<file path="config.mk">
export PLATFORM = sky130hd
export DESIGN_NAME = index_sort_engine
export DESIGN_NICKNAME = d
export VERILOG_FILES = /design/src/ise_pkg.sv /design/src/ise_ram.sv /design/src/ise_cmp.sv /design/src/ise_seq.sv /design/src/index_sort_engine.sv
export SDC_FILE = /design/constraint.sdc
export NUM_CORES = 2
export LEC_CHECK = 0
export ABC_AREA = 1
export BUFFER_PORTS_ARGS = -buffer_cell sky130_fd_sc_hd__buf_2
export CAP_MARGIN = 20
export CELL_PAD_IN_SITES_DETAIL_PLACEMENT = 1
export CELL_PAD_IN_SITES_GLOBAL_PLACEMENT = 2
export CORE_UTILIZATION = 40
export DETAILED_ROUTE_END_ITERATION = 7
export GPL_TIMING_DRIVEN = 0
export PLACE_DENSITY_LB_ADDON = 0.15
export SLEW_MARGIN = 20
export SYNTH_ARGS = -nofsm -noshare
export SYNTH_HDL_FRONTEND = slang
export SYNTH_SLANG_ARGS = --single-unit
</file>
<file path="constraint.sdc">
create_clock -name clk -period 4.23 [get_ports clk]
set_input_delay 0.846 -clock clk [delete_from_list [all_inputs] [get_ports clk]]
set_output_delay 0.846 -clock clk [all_outputs]
set_load 0.02 [all_outputs]
</file>
<file path="src/ise_pkg.sv">
// Shared constants and types for the index sort engine.
package ise_pkg;

    localparam int MAX_ITEMS_DEF = 64;
    localparam int KEY_W = 32;
    localparam int POS_W = 6;
    localparam int OUT_DATA_W = 8;

    typedef enum logic [2:0] {
        ST_LOAD,
        ST_FETCH,
        ST_LATCH,
        ST_CMP,
        ST_EMIT_RD,
        ST_EMIT_OUT
    } seq_state_t;

endpackage

</file>
<file path="src/ise_ram.sv">
// Simple dual-port memory with one write port and one registered read port.
module ise_ram #(
    parameter int DEPTH = 64,
    parameter int WIDTH = 32
) (
    input  logic                     clk,
    input  logic                     we,
    input  logic [$clog2(DEPTH)-1:0] waddr,
    input  logic [WIDTH-1:0]         wdata,
    input  logic [$clog2(DEPTH)-1:0] raddr,
    output logic [WIDTH-1:0]         rdata
);

    logic [WIDTH-1:0] mem [DEPTH];

    always_ff @(posedge clk)
    begin
        if (we)
        begin
            mem[waddr] <= wdata;
        end
    end

    always_ff @(posedge clk)
    begin
        rdata <= mem[raddr];
    end

endmodule

</file>
<file path="src/ise_cmp.sv">
// Shared compare unit ordering two entries by signed key, then by position.
module ise_cmp #(
    parameter int IDX_W = 6
) (
    input  logic signed [ise_pkg::KEY_W-1:0] key_a,
    input  logic [IDX_W-1:0]                 pos_a,
    input  logic signed [ise_pkg::KEY_W-1:0] key_b,
    input  logic [IDX_W-1:0]                 pos_b,
    output logic                             a_before_b
);

    import ise_pkg::*;

    always_comb
    begin
        if (key_a != key_b)
        begin
            a_before_b = key_a < key_b;
        end
        else
        begin
            a_before_b = pos_a < pos_b;
        end
    end

endmodule

</file>
<file path="src/ise_seq.sv">
// Sequencer that loads keys, ranks each one against all others and emits positions.
module ise_seq #(
    parameter int MAX_ITEMS = ise_pkg::MAX_ITEMS_DEF
) (
    input  logic                               clk,
    input  logic                               rst_n,
    input  logic                               s_tvalid,
    output logic                               s_tready,
    input  logic                               s_tlast,
    output logic                               m_tvalid,
    input  logic                               m_tready,
    output logic                               m_tlast,
    output logic                               m_tuser,
    output logic                               key_we,
    output logic [$clog2(MAX_ITEMS)-1:0]       key_waddr,
    output logic [$clog2(MAX_ITEMS)-1:0]       key_raddr,
    input  logic signed [ise_pkg::KEY_W-1:0]   key_rdata,
    output logic                               ord_we,
    output logic [$clog2(MAX_ITEMS)-1:0]       ord_waddr,
    output logic [$clog2(MAX_ITEMS)-1:0]       ord_wdata,
    output logic [$clog2(MAX_ITEMS)-1:0]       ord_raddr,
    output logic signed [ise_pkg::KEY_W-1:0]   cmp_key_a,
    output logic [$clog2(MAX_ITEMS)-1:0]       cmp_pos_a,
    output logic signed [ise_pkg::KEY_W-1:0]   cmp_key_b,
    output logic [$clog2(MAX_ITEMS)-1:0]       cmp_pos_b,
    input  logic                               cmp_before
);

    import ise_pkg::*;

    localparam int AW = $clog2(MAX_ITEMS);
    localparam int CW = $clog2(MAX_ITEMS + 1);

    seq_state_t state_reg, state_next;

    logic [CW-1:0]           count_reg, count_next;
    logic                    ovf_reg, ovf_next;
    logic [AW-1:0]           i_reg, i_next;
    logic [AW-1:0]           j_reg, j_next;
    logic [AW-1:0]           rank_reg, rank_next;
    logic [AW-1:0]           k_reg, k_next;
    logic signed [KEY_W-1:0] cur_key_reg, cur_key_next;

    logic          in_acc;
    logic          out_acc;
    logic          room;
    logic [AW-1:0] last_idx;
    logic [AW-1:0] rank_final;

    assign in_acc     = s_tvalid && s_tready;
    assign out_acc    = m_tvalid && m_tready;
    assign room       = count_reg < CW'(MAX_ITEMS);
    assign last_idx   = AW'(count_reg - CW'(1));
    assign rank_final = rank_reg + AW'(cmp_before);

    always_comb
    begin
        state_next = state_reg;
        case (state_reg)
            ST_LOAD:
            begin
                if (in_acc && s_tlast)
                begin
                    state_next = ST_FETCH;
                end
            end
            ST_FETCH:
            begin
                state_next = ST_LATCH;
            end
            ST_LATCH:
            begin
                state_next = ST_CMP;
            end
            ST_CMP:
            begin
                if (j_reg == last_idx)
                begin
                    state_next = (i_reg == last_idx) ? ST_EMIT_RD : ST_FETCH;
                end
            end
            ST_EMIT_RD:
            begin
                state_next = ST_EMIT_OUT;
            end
            ST_EMIT_OUT:
            begin
                if (out_acc)
                begin
                    state_next = (k_reg == last_idx) ? ST_LOAD : ST_EMIT_RD;
                end
            end
            default:
            begin
                state_next = ST_LOAD;
            end
        endcase
    end

    always_comb
    begin
        s_tready  = 1'b0;
        m_tvalid  = 1'b0;
        key_raddr = '0;
        ord_we    = 1'b0;
        case (state_reg)
            ST_LOAD:
            begin
                s_tready = 1'b1;
            end
            ST_FETCH:
            begin
                key_raddr = i_reg;
            end
            ST_LATCH:
            begin
                key_raddr = '0;
            end
            ST_CMP:
            begin
                key_raddr = j_reg + AW'(1);
                ord_we    = j_reg == last_idx;
            end
            ST_EMIT_RD:
            begin
                m_tvalid = 1'b0;
            end
            ST_EMIT_OUT:
            begin
                m_tvalid = 1'b1;
            end
            default:
            begin
                s_tready = 1'b0;
            end
        endcase
    end

    assign key_we    = in_acc && room;
    assign key_waddr = count_reg[AW-1:0];
    assign ord_waddr = rank_final;
    assign ord_wdata = i_reg;
    assign ord_raddr = k_reg;
    assign m_tlast   = k_reg == last_idx;
    assign m_tuser   = ovf_reg;
    assign cmp_key_a = key_rdata;
    assign cmp_pos_a = j_reg;
    assign cmp_key_b = cur_key_reg;
    assign cmp_pos_b = i_reg;

    always_comb
    begin
        count_next   = count_reg;
        ovf_next     = ovf_reg;
        i_next       = i_reg;
        j_next       = j_reg;
        rank_next    = rank_reg;
        k_next       = k_reg;
        cur_key_next = cur_key_reg;
        case (state_reg)
            ST_LOAD:
            begin
                if (in_acc)
                begin
                    if (room)
                    begin
                        count_next = count_reg + CW'(1);
                    end
                    else
                    begin
                        ovf_next = 1'b1;
                    end
                end
                i_next = '0;
                k_next = '0;
            end
            ST_LATCH:
            begin
                cur_key_next = key_rdata;
                j_next       = '0;
                rank_next    = '0;
            end
            ST_CMP:
            begin
                rank_next = rank_final;
                j_next    = j_reg + AW'(1);
                if (j_reg == last_idx)
                begin
                    i_next = i_reg + AW'(1);
                end
            end
            ST_EMIT_OUT:
            begin
                if (out_acc)
                begin
                    k_next = k_reg + AW'(1);
                    if (k_reg == last_idx)
                    begin
                        count_next = '0;
                        ovf_next   = 1'b0;
                    end
                end
            end
            default:
            begin
                k_next = k_reg;
            end
        endcase
    end

    always_ff @(posedge clk or negedge rst_n)
    begin
        if (!rst_n)
        begin
            state_reg <= ST_LOAD;
            count_reg <= '0;
            ovf_reg   <= 1'b0;
        end
        else
        begin
            state_reg <= state_next;
            count_reg <= count_next;
            ovf_reg   <= ovf_next;
        end
    end

    always_ff @(posedge clk)
    begin
        i_reg       <= i_next;
        j_reg       <= j_next;
        rank_reg    <= rank_next;
        k_reg       <= k_next;
        cur_key_reg <= cur_key_next;
    end

    a_no_overlap: assert property (@(posedge clk) disable iff (!rst_n)
        !(s_tready && m_tvalid))
        else $error("input and output sides active together");

    a_count_bound: assert property (@(posedge clk) disable iff (!rst_n)
        count_reg <= CW'(MAX_ITEMS))
        else $error("loaded count above capacity");

    a_rank_bound: assert property (@(posedge clk) disable iff (!rst_n)
        state_reg == ST_CMP |-> rank_reg <= j_reg)
        else $error("rank exceeds number of keys compared");

    a_set_nonempty: assert property (@(posedge clk) disable iff (!rst_n)
        state_reg != ST_LOAD |-> count_reg != '0)
        else $error("sorting an empty set");

endmodule

</file>
<file path="src/index_sort_engine.sv">
// Index sort engine: loads a set of keys and returns their positions in ascending key order.
// Words are loaded in the load state. After the word marked last, every key is ranked by one
// shared comparator against every stored key, read in turn through the single key memory
// read port. Each result is emitted in two steps, order memory read then output.
// No new word is taken while a set is being ranked or emitted.
// Reset (rst_n, asynchronous, active low) empties the set; the memories are not cleared.
module index_sort_engine #(
    parameter int MAX_ITEMS = ise_pkg::MAX_ITEMS_DEF
) (
    input  logic                            clk,
    input  logic                            rst_n,
    input  logic                            s_tvalid,
    output logic                            s_tready,
    input  logic [ise_pkg::KEY_W-1:0]       s_tdata,  // [31:0] key
    input  logic                            s_tlast,
    output logic                            m_tvalid,
    input  logic                            m_tready,
    output logic [ise_pkg::OUT_DATA_W-1:0]  m_tdata,  // [5:0] position, [7:6] zero
    output logic                            m_tlast,
    output logic                            m_tuser   // [0] overflowed
);

    import ise_pkg::*;

    localparam int AW = $clog2(MAX_ITEMS);

    logic                    key_we;
    logic [AW-1:0]           key_waddr;
    logic [AW-1:0]           key_raddr;
    logic [KEY_W-1:0]        key_rdata;
    logic                    ord_we;
    logic [AW-1:0]           ord_waddr;
    logic [AW-1:0]           ord_wdata;
    logic [AW-1:0]           ord_raddr;
    logic [AW-1:0]           ord_rdata;
    logic signed [KEY_W-1:0] cmp_key_a;
    logic [AW-1:0]           cmp_pos_a;
    logic signed [KEY_W-1:0] cmp_key_b;
    logic [AW-1:0]           cmp_pos_b;
    logic                    cmp_before;

    ise_ram #(
        .DEPTH(MAX_ITEMS),
        .WIDTH(KEY_W)
    ) u_key_ram (
        .clk   (clk),
        .we    (key_we),
        .waddr (key_waddr),
        .wdata (s_tdata),
        .raddr (key_raddr),
        .rdata (key_rdata)
    );

    ise_ram #(
        .DEPTH(MAX_ITEMS),
        .WIDTH(AW)
    ) u_ord_ram (
        .clk   (clk),
        .we    (ord_we),
        .waddr (ord_waddr),
        .wdata (ord_wdata),
        .raddr (ord_raddr),
        .rdata (ord_rdata)
    );

    ise_cmp #(
        .IDX_W(AW)
    ) u_cmp (
        .key_a      (cmp_key_a),
        .pos_a      (cmp_pos_a),
        .key_b      (cmp_key_b),
        .pos_b      (cmp_pos_b),
        .a_before_b (cmp_before)
    );

    ise_seq #(
        .MAX_ITEMS(MAX_ITEMS)
    ) u_seq (
        .clk        (clk),
        .rst_n      (rst_n),
        .s_tvalid   (s_tvalid),
        .s_tready   (s_tready),
        .s_tlast    (s_tlast),
        .m_tvalid   (m_tvalid),
        .m_tready   (m_tready),
        .m_tlast    (m_tlast),
        .m_tuser    (m_tuser),
        .key_we     (key_we),
        .key_waddr  (key_waddr),
        .key_raddr  (key_raddr),
        .key_rdata  (key_rdata),
        .ord_we     (ord_we),
        .ord_waddr  (ord_waddr),
        .ord_wdata  (ord_wdata),
        .ord_raddr  (ord_raddr),
        .cmp_key_a  (cmp_key_a),
        .cmp_pos_a  (cmp_pos_a),
        .cmp_key_b  (cmp_key_b),
        .cmp_pos_b  (cmp_pos_b),
        .cmp_before (cmp_before)
    );

    assign m_tdata = OUT_DATA_W'(POS_W'(ord_rdata));

endmodule
</file>
==> flow_metrics.py <==
metrics = {
    "synthesis": {
        "synth_xor_area_share_pct": 0.128,
        "yosys_register_bits": 2537,
        "avgSynthCellArea_um2": 11.5,
        "ys_warn_count": 0,
        "ys_seq_area_share_pct": 69.0,
        "synth_adder_area_share_pct": 0.502,
        "synth_top_family_by_area": "simple AND/OR/NAND/NOR gates",
        "yosysUniqueCellTypes": 39,
        "netlist_instances": 9527,
        "synth-compound-area-share_pct": 1.84,
        "synthesis.area_mm2": 0.110,
        "synth-simple-area-share_pct": 22.0,
        "synthMuxAreaShare_pct": 0,
    },
    "sta": {
        "hold_violations": 0,
        "holdWs_ns": 0.236,
        "final_max_slew_viol_count": 0,
        "setup_violations": 9,
        "rsz0062_at_grt": "yes",
        "clock-skew-final_ns": 0.0442,
        "slew_headroom_pct": 15.3,
        "timing.fmax_mhz": 229,
        "fin_ws_ns": -0.131,
        "finalCritPeriodShare_pct": 103,
        "tightest_slew_ns": 1.27,
        "fin_crit_ns": 4.36,
    },
    "die": {
        "rows": 191,
        "coreArea_mm2": 0.272,
        "ios": 49,
        "die_w_um": 526,
        "fp.dieArea_mm2": 0.277,
        "die_h_um": 526,
        "initial_utilization_pct": 40.4,
    },
    "cells_and_area": {
        "mostFrequentLayoutCell": "edfxtp_1",
        "mostFrequentLayoutCells": "edfxtp_1, nand3_1, nand2_1",
        "fin_area_mm2": 0.129,
        "layout.area.seq_mm2": 0.0757,
        "syn_to_final_growth_pct": 17.5,
        "nNetsFinal": 10200,
        "largest_register": "u_key_ram.mem",
        "n_fill_cell": 28472,
        "drive_gt1_share_pct": 10.9,
        "multi_input_area_mm2": 0.0279,
        "largest_registers": "u_key_ram.mem: 2048 flops, u_ord_ram.mem: 384 flops",
        "largest_reg_flops": 2048,
    },
    "placed_design": {
        "io_buffers": 46,
        "place_congestion": 1.09,
        "dpl_cell_area_mm2": 0.119,
        "dp_hpwl_um": 340000,
    },
    "global_route": {
        "grt-ovfl-total": 0,
        "grt_pass1_vias": 81098,
        "track_usage_pct": 33.3,
        "antenna_found_initial": 52,
        "grt_pass1_wl_um": 642000,
        "grt_start_max_net_pins": 65,
    },
    "detailed_routing": {
        "finalWirelength_um": 468000,
        "drt_iter0_drc": 9918,
        "vias": 81518,
        "drc_errors": 0,
        "vias_per_cell": 5.86,
        "firstDrtPassIters": 6,
        "wire_per_inst_um": 33.6,
        "antenna_left": 0,
    },
    "clock_network": {
        "cts_root_buffer": "clkbuf_16",
        "worstSkewPairLatency_ns": 0.94,
        "clockBufferDepth": 4,
        "cts.clk_slew.worst_paths_ns": 0.06,
        "cts_tree": "built",
        "clock-sinks": 2537,
        "cts_buffers": 293,
        "h-tree-depth": 5,
    },
    "pwr": {
        "max-vdd-ir-drop_uv": 587,
        "leakagePower_nw": 47.7,
        "total_power_mw": 101,
        "power.density_mw_per_mm2": 783,
    },
    "worst_setup_path": {
        "cp_max_fo": 10,
        "worstPathCellList": "buf_4, nand2_1, nor2_4, nand2_2, buf_4, buf_2, clkdlybuf4s15_1, nand3b_1, nand3_1, nand3_1, nand3_1, nand3_1, nand3_1, nand2_1",
        "crit_required_ns": 4.99,
        "cp_common_cell": "nand3_1",
        "criticalPathCategory": "reg2reg",
        "cp_num_buf_inv": 4,
        "slowest_delay_ns": 0.91,
        "cpMaxStageDelayCell": "clkdlybuf4s15_1",
        "end_kind": "register",
        "path_delay_family": "buffers and inverters",
        "startpoint_type": "register",
        "cp.arrival_ns": 5.12,
    },
    "job": {
        "max_cap_viol_count": 0,
    },
    "hold_path": {
        "hp-class": "in2reg",
    },
    "run_status": {
        "violations": "negative setup slack",
        "status": "finished with violations",
    },
}
[metrics by stage]
stage	std cells	utilization (%)	TNS (ns)	worst slack, ns
after global routing	13907	47.4	-5.06	-0.0631
after floorplan	9528	-	-27.15	-0.0848
after CTS	13899	47.3	-0.00113	-0.00113
after global placement	13144	42.1	-6357.11	-5.10
after detailed placement	13372	43.9	-262.94	-0.875
final	13915	47.4	-0.609	-0.131
[what timing repair did]
action,4_1_cts,5_1_grt
endpoints found under the setup margin,416,359
hold buffers,1,0
hold endpoints to repair,11,0
pin swaps,4,3
gates resized for setup,105,96
setup buffers,17,5
[worst min-delay path: stages]
cell and delay [ns]:
buf_2 0.11, nand3_1 0.09, nand2_1 0.06
[cell families (layout without fill, tap and decap cells)]
| group | after synthesis | after routing |
|---|---|---|
| AND/OR/NAND/NOR | 4790 | 4790 |
| flip-flops | 2537 | 2537 |
| buffers and inverters | 1786 | 2592 |
| AO/OA/AOI/OAI | 353 | 353 |
| adder cells (fa/ha/maj) | 44 | 44 |
| XOR/XNOR | 16 | 16 |
| other | 1 | 13 |
[per-layer routing]
metal | track usage [%] | part of all wire (%)
met3 | 6.38 | 9.1
met4 | 14.6 | 4.7
met1 | 46.3 | 42
met5 | 0 | 0.022
met2 | 50.8 | 44
[cell usage after synthesis (all sizes together)]
| cell | n | area [um2] |
|---|---|---|
| xnor2 | 3 | 26.3 |
| ha | 44 | 551 |
| conb | 1 | 3.75 |
| clkbuf | 287 | 1080 |
| nor3 | 18 | 90.1 |
| a31oi | 2 | 12.5 |
| nor4 | 2 | 12.5 |
| a21boi | 1 | 7.51 |
| nor2 | 376 | 1430 |
| nand4 | 38 | 244 |
| dfxtp | 38 | 761 |
| o21a | 1 | 7.51 |
| xor2 | 13 | 114 |
| dfrtp | 11 | 275 |
| nand3 | 2116 | 10600 |
| a21oi | 30 | 150 |
| o21bai | 1 | 7.51 |
| buf | 355 | 1760 |
| o221ai | 37 | 324 |
| clkinv | 1 | 3.75 |
| inv | 1143 | 4290 |
| edfxtp | 2488 | 74700 |
| or2 | 31 | 194 |
| nand2 | 1326 | 4980 |
| nand3b | 883 | 6630 |
| o22ai | 59 | 369 |
| o211ai | 12 | 90.1 |
| o21ai | 210 | 1050 |
[power by group]
group	internal (mW)	total (mW)	switching (mW)
logic	10.7	47.6	36.9
registers	28.7	29.1	0.350
clock network	13.5	24.3	10.7
[path summary, 6_finish.rpt]
| kind | from | to | slack [ns] | cells past startpoint |
|---|---|---|---|---|
| max | u_seq.state_reg[0] | u_key_ram.rdata[1] | -0.13 | 14 |
| min | s_tvalid | u_seq.m_tuser | 0.24 | 3 |
| max reg2reg | u_seq.state_reg[0] | u_key_ram.rdata[1] | -0.13 | 14 |
| min reg2reg | u_key_ram.rdata[8] | u_seq.cmp_key_b[8] | 0.44 | 0 |
| max in group asynchronous | rst_n | u_seq.count_reg[3] | 3.64 | 2 |
| min in group asynchronous | rst_n | u_seq.m_tuser | 0.35 | 2 |
[final cells by class]
type	count	share of cell area (%)
inverter	1144	3.33
timing repair buffer	297	3.68
clock buffer	374	6.06
antenna	11	0.0213
buffer	641	2.28
tap	3570	3.46
multi-input combinational	5205	21.6
clock inverter	136	0.799
sequential	2537	58.7
No activity file was read; power rests on OpenSTA's default activity.
